===== src/design/nrn_pkg.sv =====
// Shared constants, item types and controller/datapath types of the n-th root block.
// No dependencies; every other file of the block but the macro header imports it.
package nrn_pkg;

    // Algorithm constants.
    localparam int ITERATIONS = 16;
    localparam int MAX_DEGREE = 16;
    localparam int FRAC_BITS  = 16;

    // Field widths.
    localparam int WORD_W = 32;
    localparam int DEG_W  = 5;
    localparam int STAT_W = 2;

    // Derived widths: divider dividend, step counters and the update sum.
    localparam int DIV_W  = WORD_W + FRAC_BITS;
    localparam int DCNT_W = $clog2(DIV_W + 1);
    localparam int ITER_W = $clog2(ITERATIONS + 1);
    localparam int SUM_W  = WORD_W + DEG_W + 1;

    localparam logic [WORD_W-1:0] WORD_MAX = '1;
    localparam logic [WORD_W-1:0] FX_ONE   = WORD_W'(1) << FRAC_BITS;

    // Result status codes.
    localparam logic [STAT_W-1:0] ST_OK      = STAT_W'(0);
    localparam logic [STAT_W-1:0] ST_INVALID = STAT_W'(1);
    localparam logic [STAT_W-1:0] ST_SAT     = STAT_W'(2);

    typedef struct packed {
        logic [WORD_W-1:0] radicand;
        logic [DEG_W-1:0]  degree;
    } t_in_item;

    typedef struct packed {
        logic [WORD_W-1:0] root;
        logic [STAT_W-1:0] status;
    } t_out_item;

    // Controller states.
    typedef enum logic [2:0] {
        S_IDLE,
        S_POW,
        S_QSET,
        S_QDIV,
        S_USET,
        S_UDIV,
        S_FIN
    } t_state;

    // Commands from the controller to the datapath.
    typedef struct packed {
        logic load;
        logic pow_step;
        logic q_setup;
        logic div_step;
        logic q_done;
        logic u_setup;
        logic u_done;
        logic out_load;
    } t_dp_cmd;

    // Status from the datapath to the controller.
    typedef struct packed {
        logic inval;
        logic exp_zero;
        logic p_zero;
        logic div_done;
        logic last_iter;
        logic out_free;
    } t_dp_sts;

endpackage


===== src/design/nrn_ifs.sv =====
// Valid/ready channel interfaces for the input and result items.
// Depends on nrn_pkg for the item types.
interface nrn_in_if;
    import nrn_pkg::*;

    logic     valid;
    logic     ready;
    t_in_item data;

    modport source (output valid, output data, input ready);
    modport sink   (input valid, input data, output ready);
endinterface

interface nrn_out_if;
    import nrn_pkg::*;

    logic      valid;
    logic      ready;
    t_out_item data;

    modport source (output valid, output data, input ready);
    modport sink   (input valid, input data, output ready);
endinterface


===== src/design/nrn_dp.sv =====
// Datapath of the n-th root block: power multiplier, shared serial divider,
// Newton update and the result register. Depends on nrn_pkg.
module nrn_dp (
    input  logic               i_clk,
    input  logic               i_rst_n,
    input  nrn_pkg::t_in_item  i_in_data,
    input  nrn_pkg::t_dp_cmd   i_cmd,
    output nrn_pkg::t_dp_sts   o_sts,
    output logic               o_out_valid,
    output nrn_pkg::t_out_item o_out_data,
    input  logic               i_out_ready
);
    import nrn_pkg::*;

    // Working registers of one item.
    logic [WORD_W-1:0] r_x;
    logic [DEG_W-1:0]  r_n;
    logic [WORD_W-1:0] r_g;
    logic [WORD_W-1:0] r_p;
    logic [WORD_W-1:0] r_q;
    logic              r_sat;
    logic              r_inval;
    logic [DEG_W-1:0]  r_ecnt;
    logic [ITER_W-1:0] r_icnt;

    // Serial divider registers.
    logic [WORD_W-1:0] r_rem;
    logic [DIV_W-1:0]  r_quo;
    logic [WORD_W-1:0] r_dvs;
    logic [DCNT_W-1:0] r_dcnt;

    // Result register.
    logic              r_out_valid;
    t_out_item         r_out;

    logic [2*WORD_W-1:0]      prod;
    logic                     pow_sat;
    logic [WORD_W:0]          trial;
    logic                     fits;
    logic [WORD_W:0]          diff;
    logic                     quo_sat;
    logic [DEG_W-1:0]         nm1;
    logic [DEG_W+WORD_W-1:0]  wmul;
    logic [SUM_W-1:0]         sum;
    logic                     in_inval;

    // Power step: one fixed-point product, saturated to the word.
    assign prod    = r_p * r_g;
    assign pow_sat = |prod[2*WORD_W-1:WORD_W+FRAC_BITS];

    // Restoring divider: one quotient bit a cycle.
    assign trial   = {r_rem, r_quo[DIV_W-1]};
    assign fits    = (trial >= {1'b0, r_dvs});
    assign diff    = trial - {1'b0, r_dvs};
    assign quo_sat = |r_quo[DIV_W-1:WORD_W];

    // Numerator of the Newton update: (n-1)*g + q.
    assign nm1  = r_n - DEG_W'(1);
    assign wmul = nm1 * r_g;
    assign sum  = SUM_W'(wmul) + SUM_W'(r_q);

    // Zero radicand, zero degree and degrees above the maximum are rejected.
    assign in_inval = (i_in_data.radicand == '0) || (i_in_data.degree == '0) ||
                      (32'(i_in_data.degree) > MAX_DEGREE);

    // Item registers and the iteration sequence.
    always_ff @(posedge i_clk) begin
        if (i_cmd.load) begin
            r_x     <= i_in_data.radicand;
            r_n     <= i_in_data.degree;
            r_g     <= i_in_data.radicand;
            r_p     <= FX_ONE;
            r_sat   <= 1'b0;
            r_inval <= in_inval;
            r_ecnt  <= i_in_data.degree - DEG_W'(1);
            r_icnt  <= '0;
        end
        if (i_cmd.pow_step) begin
            r_p    <= pow_sat ? WORD_MAX : prod[WORD_W+FRAC_BITS-1:FRAC_BITS];
            r_ecnt <= r_ecnt - DEG_W'(1);
            if (pow_sat) begin
                r_sat <= 1'b1;
            end
        end
        if (i_cmd.q_setup) begin
            if (r_p == '0) begin
                // A power that underflowed to zero stands in for a division by zero.
                r_q   <= WORD_MAX;
                r_sat <= 1'b1;
            end else begin
                r_rem  <= '0;
                r_quo  <= {r_x, FRAC_BITS'(0)};
                r_dvs  <= r_p;
                r_dcnt <= DCNT_W'(DIV_W);
            end
        end
        if (i_cmd.div_step) begin
            r_rem  <= fits ? diff[WORD_W-1:0] : trial[WORD_W-1:0];
            r_quo  <= {r_quo[DIV_W-2:0], fits};
            r_dcnt <= r_dcnt - DCNT_W'(1);
        end
        if (i_cmd.q_done) begin
            r_q <= quo_sat ? WORD_MAX : r_quo[WORD_W-1:0];
            if (quo_sat) begin
                r_sat <= 1'b1;
            end
        end
        if (i_cmd.u_setup) begin
            r_rem  <= '0;
            r_quo  <= DIV_W'(sum);
            r_dvs  <= WORD_W'(r_n);
            r_dcnt <= DCNT_W'(DIV_W);
        end
        if (i_cmd.u_done) begin
            // The update is a weighted mean of g and q, so it fits the word.
            r_g    <= r_quo[WORD_W-1:0];
            r_icnt <= r_icnt + ITER_W'(1);
            r_p    <= FX_ONE;
            r_ecnt <= nm1;
        end
    end

    // Result register: holds a finished item until the sink takes it.
    always_ff @(posedge i_clk) begin
        if (!i_rst_n) begin
            r_out_valid <= 1'b0;
        end else if (i_cmd.out_load) begin
            r_out_valid <= 1'b1;
        end else if (i_out_ready) begin
            r_out_valid <= 1'b0;
        end
    end

    always_ff @(posedge i_clk) begin
        if (i_cmd.out_load) begin
            r_out.root   <= r_inval ? '0 : r_g;
            r_out.status <= r_inval ? ST_INVALID : (r_sat ? ST_SAT : ST_OK);
        end
    end

    // Status toward the controller.
    always_comb begin
        o_sts.inval     = r_inval;
        o_sts.exp_zero  = (r_ecnt == '0);
        o_sts.p_zero    = (r_p == '0);
        o_sts.div_done  = (r_dcnt == '0);
        o_sts.last_iter = (r_icnt == ITER_W'(ITERATIONS - 1));
        o_sts.out_free  = !r_out_valid || i_out_ready;
    end

    assign o_out_valid = r_out_valid;
    assign o_out_data  = r_out;

endmodule


===== src/design/nrn_ctrl.sv =====
// Controller of the n-th root block: sequences power steps, divisions and updates.
// Depends on nrn_pkg for the state and command/status types.
module nrn_ctrl (
    input  logic             i_clk,
    input  logic             i_rst_n,
    input  logic             i_in_valid,
    output logic             o_in_ready,
    input  nrn_pkg::t_dp_sts i_sts,
    output nrn_pkg::t_dp_cmd o_cmd
);
    import nrn_pkg::*;

    t_state r_state;
    t_state n_state;

    // State register.
    always_ff @(posedge i_clk) begin
        if (!i_rst_n) begin
            r_state <= S_IDLE;
        end else begin
            r_state <= n_state;
        end
    end

    // Next state.
    always_comb begin
        n_state = r_state;
        unique case (r_state)
            S_IDLE: begin
                if (i_in_valid) begin
                    n_state = S_POW;
                end
            end
            S_POW: begin
                if (i_sts.inval) begin
                    n_state = S_FIN;
                end else if (i_sts.exp_zero) begin
                    n_state = S_QSET;
                end
            end
            S_QSET: begin
                n_state = i_sts.p_zero ? S_USET : S_QDIV;
            end
            S_QDIV: begin
                if (i_sts.div_done) begin
                    n_state = S_USET;
                end
            end
            S_USET: begin
                n_state = S_UDIV;
            end
            S_UDIV: begin
                if (i_sts.div_done) begin
                    n_state = i_sts.last_iter ? S_FIN : S_POW;
                end
            end
            S_FIN: begin
                if (i_sts.out_free) begin
                    n_state = S_IDLE;
                end
            end
            default: begin
                n_state = S_IDLE;
            end
        endcase
    end

    // Commands and the input handshake.
    always_comb begin
        o_cmd      = '0;
        o_in_ready = 1'b0;
        unique case (r_state)
            S_IDLE: begin
                o_in_ready = 1'b1;
                o_cmd.load = i_in_valid;
            end
            S_POW: begin
                o_cmd.pow_step = !i_sts.inval && !i_sts.exp_zero;
            end
            S_QSET: begin
                o_cmd.q_setup = 1'b1;
            end
            S_QDIV: begin
                o_cmd.div_step = !i_sts.div_done;
                o_cmd.q_done   = i_sts.div_done;
            end
            S_USET: begin
                o_cmd.u_setup = 1'b1;
            end
            S_UDIV: begin
                o_cmd.div_step = !i_sts.div_done;
                o_cmd.u_done   = i_sts.div_done;
            end
            S_FIN: begin
                o_cmd.out_load = i_sts.out_free;
            end
            default: begin
                o_cmd = '0;
            end
        endcase
    end

endmodule


===== src/design/nth_root_newton.sv =====
// Channel   Dir  Payload                  Handshake
// i_in      in   radicand[31:0], degree   valid/ready, sink modport
// o_out     out  root[31:0], status[1:0]  valid/ready, source modport
//
// An item of degree n runs ITERATIONS Newton steps; a rejected item skips them. Each Newton
// step spends n-1 products on the power multiplier and two passes through the shared
// one-bit-a-cycle divider. A step whose power underflows to zero skips the first pass.
// One item is worked on at a time; the next is accepted once the result register takes it.
// A stalled sink holds the result; reset is synchronous and active low.
//
// Top level of the n-th root block. Depends on nrn_pkg, nrn_ifs, nrn_ctrl and nrn_dp.
module nth_root_newton (
    input logic        i_clk,
    input logic        i_rst_n,
    nrn_in_if.sink     i_in,
    nrn_out_if.source  o_out
);
    import nrn_pkg::*;

    t_dp_cmd   cmd;
    t_dp_sts   sts;
    logic      in_ready;
    logic      out_valid;
    t_out_item out_data;

    // Sequencer.
    nrn_ctrl u_ctrl (
        .i_clk      (i_clk),
        .i_rst_n    (i_rst_n),
        .i_in_valid (i_in.valid),
        .o_in_ready (in_ready),
        .i_sts      (sts),
        .o_cmd      (cmd)
    );

    // Arithmetic and result register.
    nrn_dp u_dp (
        .i_clk       (i_clk),
        .i_rst_n     (i_rst_n),
        .i_in_data   (i_in.data),
        .i_cmd       (cmd),
        .o_sts       (sts),
        .o_out_valid (out_valid),
        .o_out_data  (out_data),
        .i_out_ready (o_out.ready)
    );

    assign i_in.ready  = in_ready;
    assign o_out.valid = out_valid;
    assign o_out.data  = out_data;

endmodule


===== src/flat_wrapper.sv =====
// flat-port wrapper written by rule: the top's interface ports become plain ports
module nth_root_newton_flat import nrn_pkg::*;
  (i_clk, i_rst_n, i_in_valid, i_in_data, i_in_ready, o_out_valid, o_out_data, o_out_ready);
  nrn_in_if i_in_i ();
  nrn_out_if o_out_i ();
  input logic i_clk;
  input logic i_rst_n;
  input wire logic [$bits(i_in_i.valid)-1:0] i_in_valid;
  input wire logic [$bits(i_in_i.data)-1:0] i_in_data;
  output wire logic [$bits(i_in_i.ready)-1:0] i_in_ready;
  output wire logic [$bits(o_out_i.valid)-1:0] o_out_valid;
  output wire logic [$bits(o_out_i.data)-1:0] o_out_data;
  input wire logic [$bits(o_out_i.ready)-1:0] o_out_ready;
  assign i_in_i.valid = i_in_valid;
  assign i_in_i.data = i_in_data;
  assign i_in_ready = i_in_i.ready;
  assign o_out_valid = o_out_i.valid;
  assign o_out_data = o_out_i.data;
  assign o_out_i.ready = o_out_ready;
  nth_root_newton u_core (.i_clk(i_clk), .i_rst_n(i_rst_n), .i_in(i_in_i), .o_out(o_out_i));
endmodule

===== config.mk =====
export PLATFORM = sky130hd
export DESIGN_NAME = nth_root_newton_flat
export DESIGN_NICKNAME = d
export VERILOG_FILES = /design/src/design/nrn_pkg.sv /design/src/design/nrn_ifs.sv /design/src/design/nrn_dp.sv /design/src/design/nrn_ctrl.sv /design/src/design/nth_root_newton.sv /design/src/flat_wrapper.sv
export SDC_FILE = /design/constraint.sdc
export NUM_CORES = 2
export LEC_CHECK = 0
export ABC_AREA = 1
export BUFFER_PORTS_ARGS = -buffer_cell sky130_fd_sc_hd__buf_2
export CORE_MARGIN = 2
export CORE_UTILIZATION = 35
export DETAILED_ROUTE_END_ITERATION = 6
export PLACE_DENSITY = 0.45
export SLEW_MARGIN = 25
export SYNTH_ARGS = -nofsm -noshare
export SYNTH_HDL_FRONTEND = slang
export SYNTH_SLANG_ARGS = --single-unit

===== constraint.sdc =====
create_clock -name i_clk -period 13.85 [get_ports i_clk]
set_input_delay 2.0775 -clock i_clk [delete_from_list [all_inputs] [get_ports i_clk]]
set_output_delay 2.0775 -clock i_clk [all_outputs]
set_load 0.02 [all_outputs]

==> flow_summary.yaml <==
cells_and_area:
  fin_nets: 8652
  drive_gt1_share_pct: 4.960
  syn2layout_area_growth_pct: 6.892
critical_path:
  worstSetupPathDepth: 31
  max_stage_delay_ns: 0.76
  arrival_ns: 9.12
  crit_fanout: 32
  cp.required_ns: 14.27
  critical_path.top_delay_family: "adder cells"
  rrSetupSlack_ns: 5.16
  cpMaxStageDelayCell: "dfxtp_2"
  crit_type: "reg -> reg"
  reg2regPathDepth: 31
  crit_path_start_kind: "register"
  path_buf_inv: 6
  crit_path_end_kind: "register"
  reg2reg_to: "u_core.u_dp.r_p[0]"
  cp_common_cell: "fa_1"
  crit-reg2reg-launch: "u_core.u_dp.r_p[5]"
sta:
  finalCritPeriodShare_pct: 62.75
  setup-tns-final_ns: 0
  setup_viol: 0
  skew_ns: 0.03695
  drv_slew: 0
  clock.fmax_mhz: 115.1
  tightest_slew_ns: 1.102
  rsz0062_at_grt: "false"
  relSlewSlack_pct: 26.54
  min_period_ns: 8.691
  final_hold_viol_count: 0
logic_synthesis:
  synth_cells: 7373
  ys.flop_type: "edfxtp_1"
  synth.area.top_cells: "fa_1 (36%), inv_1 (14%), nand2_1 (13%)"
  synth.yosys.seq_area_share_pct: 14.09
  synth_area_leader_cell: "fa_1"
  synth_edf_count: 189
  synthArstFlopShare_pct: 0
  synth.distinct_cells: 64
  ys_ff_latch: 301
  synth_nets: 8778
  syn_avg_cell_area_sq_um: 7.621
  yosys_warnings: 0
  yosysTopAreaCellShare_pct: 36.27
  netlist_area_sq_um: 56190
placed_design:
  gp_congestion: 0.9211
  io_buffers: 76
  hpwlAfterDp_microns: 147300
detailed_routing:
  antenna_left: 0
  drt_iter0_drc: 2942
  post_drt_via_cell_ratio: 4.755
  wl_per_cell_microns: 20.35
  drt_wl_total_microns: 190600
  vias: 44540
  drc: 0
  drt_pre_antenna_iters: 6
hold_path:
  worstHoldEndpoint: "u_core.u_dp.r_dvs[28]"
  hold_path_startpoint: "u_core.u_dp.r_dvs[28]"
  worstHoldPathType: "reg -> reg"
  whs_path_depth: 2
clock_tree:
  cts_root_buf: "clkbuf_16"
  clkSinkCount: 301
  ctsHoldBuffers: 0
  clk_pin_slew_ns: 0.06
  clockBufferDepth: 3
  h-tree-depth: 2
  cts_setup_buffers: 0
  cts_tree: "done"
  cts_inserted_buffers: 42
  clock_latency_ns: 0.63
  cts_resized: 0
run_status:
  status: "finished clean"
floorplanning:
  die_w_microns: 404.7
  die_y_microns: 404.7
  ios: 77
  core-area_sq_um: 160000
  num_rows: 147
  initial_utilization_pct: 35.11
  die_area_sq_um: 163800
global_routing:
  gr-usage-all-layers_pct: 23.93
  antenna_found_initial: 11
  grt_pass1_vias: 48260
  grt_max_degree: 67
  gr-total-overflow: 0
  grt_pass1_wl_microns: 296900
job:
  cap_violations: 0
## logic make-up after synthesis
| logic type | share of synthesized area (%) |
|---|---|
| simple gates | 18.20 |
| flops | 14.09 |
| buf+inv | 16.78 |
| compound gates | 6.070 |
| mux | 0.07126 |
| fa+ha+maj | 43.98 |
| xor+xnor | 0.8106 |
## worst reg2reg max path, delay by kind of cell, from the launching register on
family / cells / cell delay [ns]
AO/OA/AOI/OAI: 2 / 0.30
adder cells (fa/ha/maj): 9 / 4.00
buffers and inverters: 6 / 1.01
flip-flops: 1 / 0.76
AND/OR/NAND/NOR: 14 / 2.42
## stage by stage
step / area [sq um] / instances / setup slack [ns] / utilization [%] / hold slack [ns]
after global placement: 58580 / 9289 / 5.047 / 36.61 / 0.4459
final: 60060 / 9366 / 5.159 / 37.53 / 0.4636
after CTS: 60060 / 9364 / 5.043 / 37.53 / 0.4677
after global routing: 60060 / 9366 / 4.734 / 37.53 / 0.4877
after detailed placement: 58590 / 9289 / 5.105 / 36.61 / 0.4525
after floorplan: 56190 / 7373 / 6.906 / - / 0.4244
## metal layers
| metal | vias to the layer above | track usage (%) | part of all wire [%] |
|---|---|---|---|
| li1 | 20960 | - | - |
| met4 | 0 | 4.229 | 1.7 |
| met1 | 22580 | 32.64 | 46 |
| met3 | 161 | 1.851 | 3.7 |
| met2 | 842 | 41.86 | 49 |
| met5 | - | 0 | 0 |
## synthesized netlist by cell type, types with 16 or more instances
cell	instances
a21oi_1	213
a21oi_2	30
a31oi_1	25
clkbuf_1	306
dfxtp_1	112
edfxtp_1	189
fa_1	1018
ha_1	346
inv_1	2133
nand2_1	1957
nand2_2	16
nand3_1	101
nand3b_1	27
nand4_1	18
nor2_1	359
nor3_1	23
nor4_1	28
o21ai_0	224
o21ai_1	21
o21bai_1	21
xnor2_1	25
xor2_1	27
## cell usage in the layout, fill, tap and decap left out, types with 7 or more instances in the layout
cell and count:
nand2_1 1956, nor2_4 7, nor2_1 353, nand3_1 101, o21ai_1 22, fa_1 1018, nor3_1 23, xnor2_1 25
a21oi_2 29, buf_4 93, ha_1 345, nand3b_1 27, xor2_1 27, nor4_1 28, clkinv_2 8, a21oi_1 213
dfxtp_2 19, nand2_2 17, a31oi_1 25, nor2_2 15, inv_1 2131, buf_2 76, dfxtp_1 90, o22ai_1 10
o21bai_1 21, a21o_1 11, inv_2 9, o21ai_0 223, clkbuf_16 45, edfxtp_1 189, clkbuf_1 7, o21a_1 8
or2_2 9, nand4_1 18
## sequential cells by signal, summed over array words and instances, names as in the netlist, 6 cells and up
signal	count
u_core.u_dp.r_quo	48
u_core.u_dp.o_out_data	34
u_core.u_dp.r_dvs	32
u_core.u_dp.r_g	32
u_core.u_dp.r_p	32
u_core.u_dp.r_q	32
u_core.u_dp.r_rem	32
u_core.u_dp.r_x	32
u_core.u_dp.r_dcnt	6
## worst max path at each step
stage	start	slack (ns)	endpoint
floorplan	u_core.u_dp.r_g[5]	6.91	u_core.u_dp.r_p[10]
global placement	u_core.u_dp.r_p[18]	5.05	u_core.u_dp.r_p[31]
detailed placement	u_core.u_dp.r_p[5]	5.11	u_core.u_dp.r_p[0]
CTS	u_core.u_dp.r_p[5]	5.04	u_core.u_dp.r_p[0]
global route	u_core.u_dp.r_p[12]	4.73	u_core.u_dp.r_p[0]
finish	u_core.u_dp.r_p[5]	5.16	u_core.u_dp.r_p[0]
## cell type report
class	count	area, sq um
antenna	2	5.005
clock buffer	55	1194
clock inverter	20	272.8
fill	16890	99960
inverter	2144	8048
multi-input combinational	4589	38900
sequential	301	7953
tap	2086	2610
timing repair buffer	169	1079
Power is left out: the tool's default activity adds up to more than one toggle a clock period on the data nets, which glitch-free logic cannot reach.
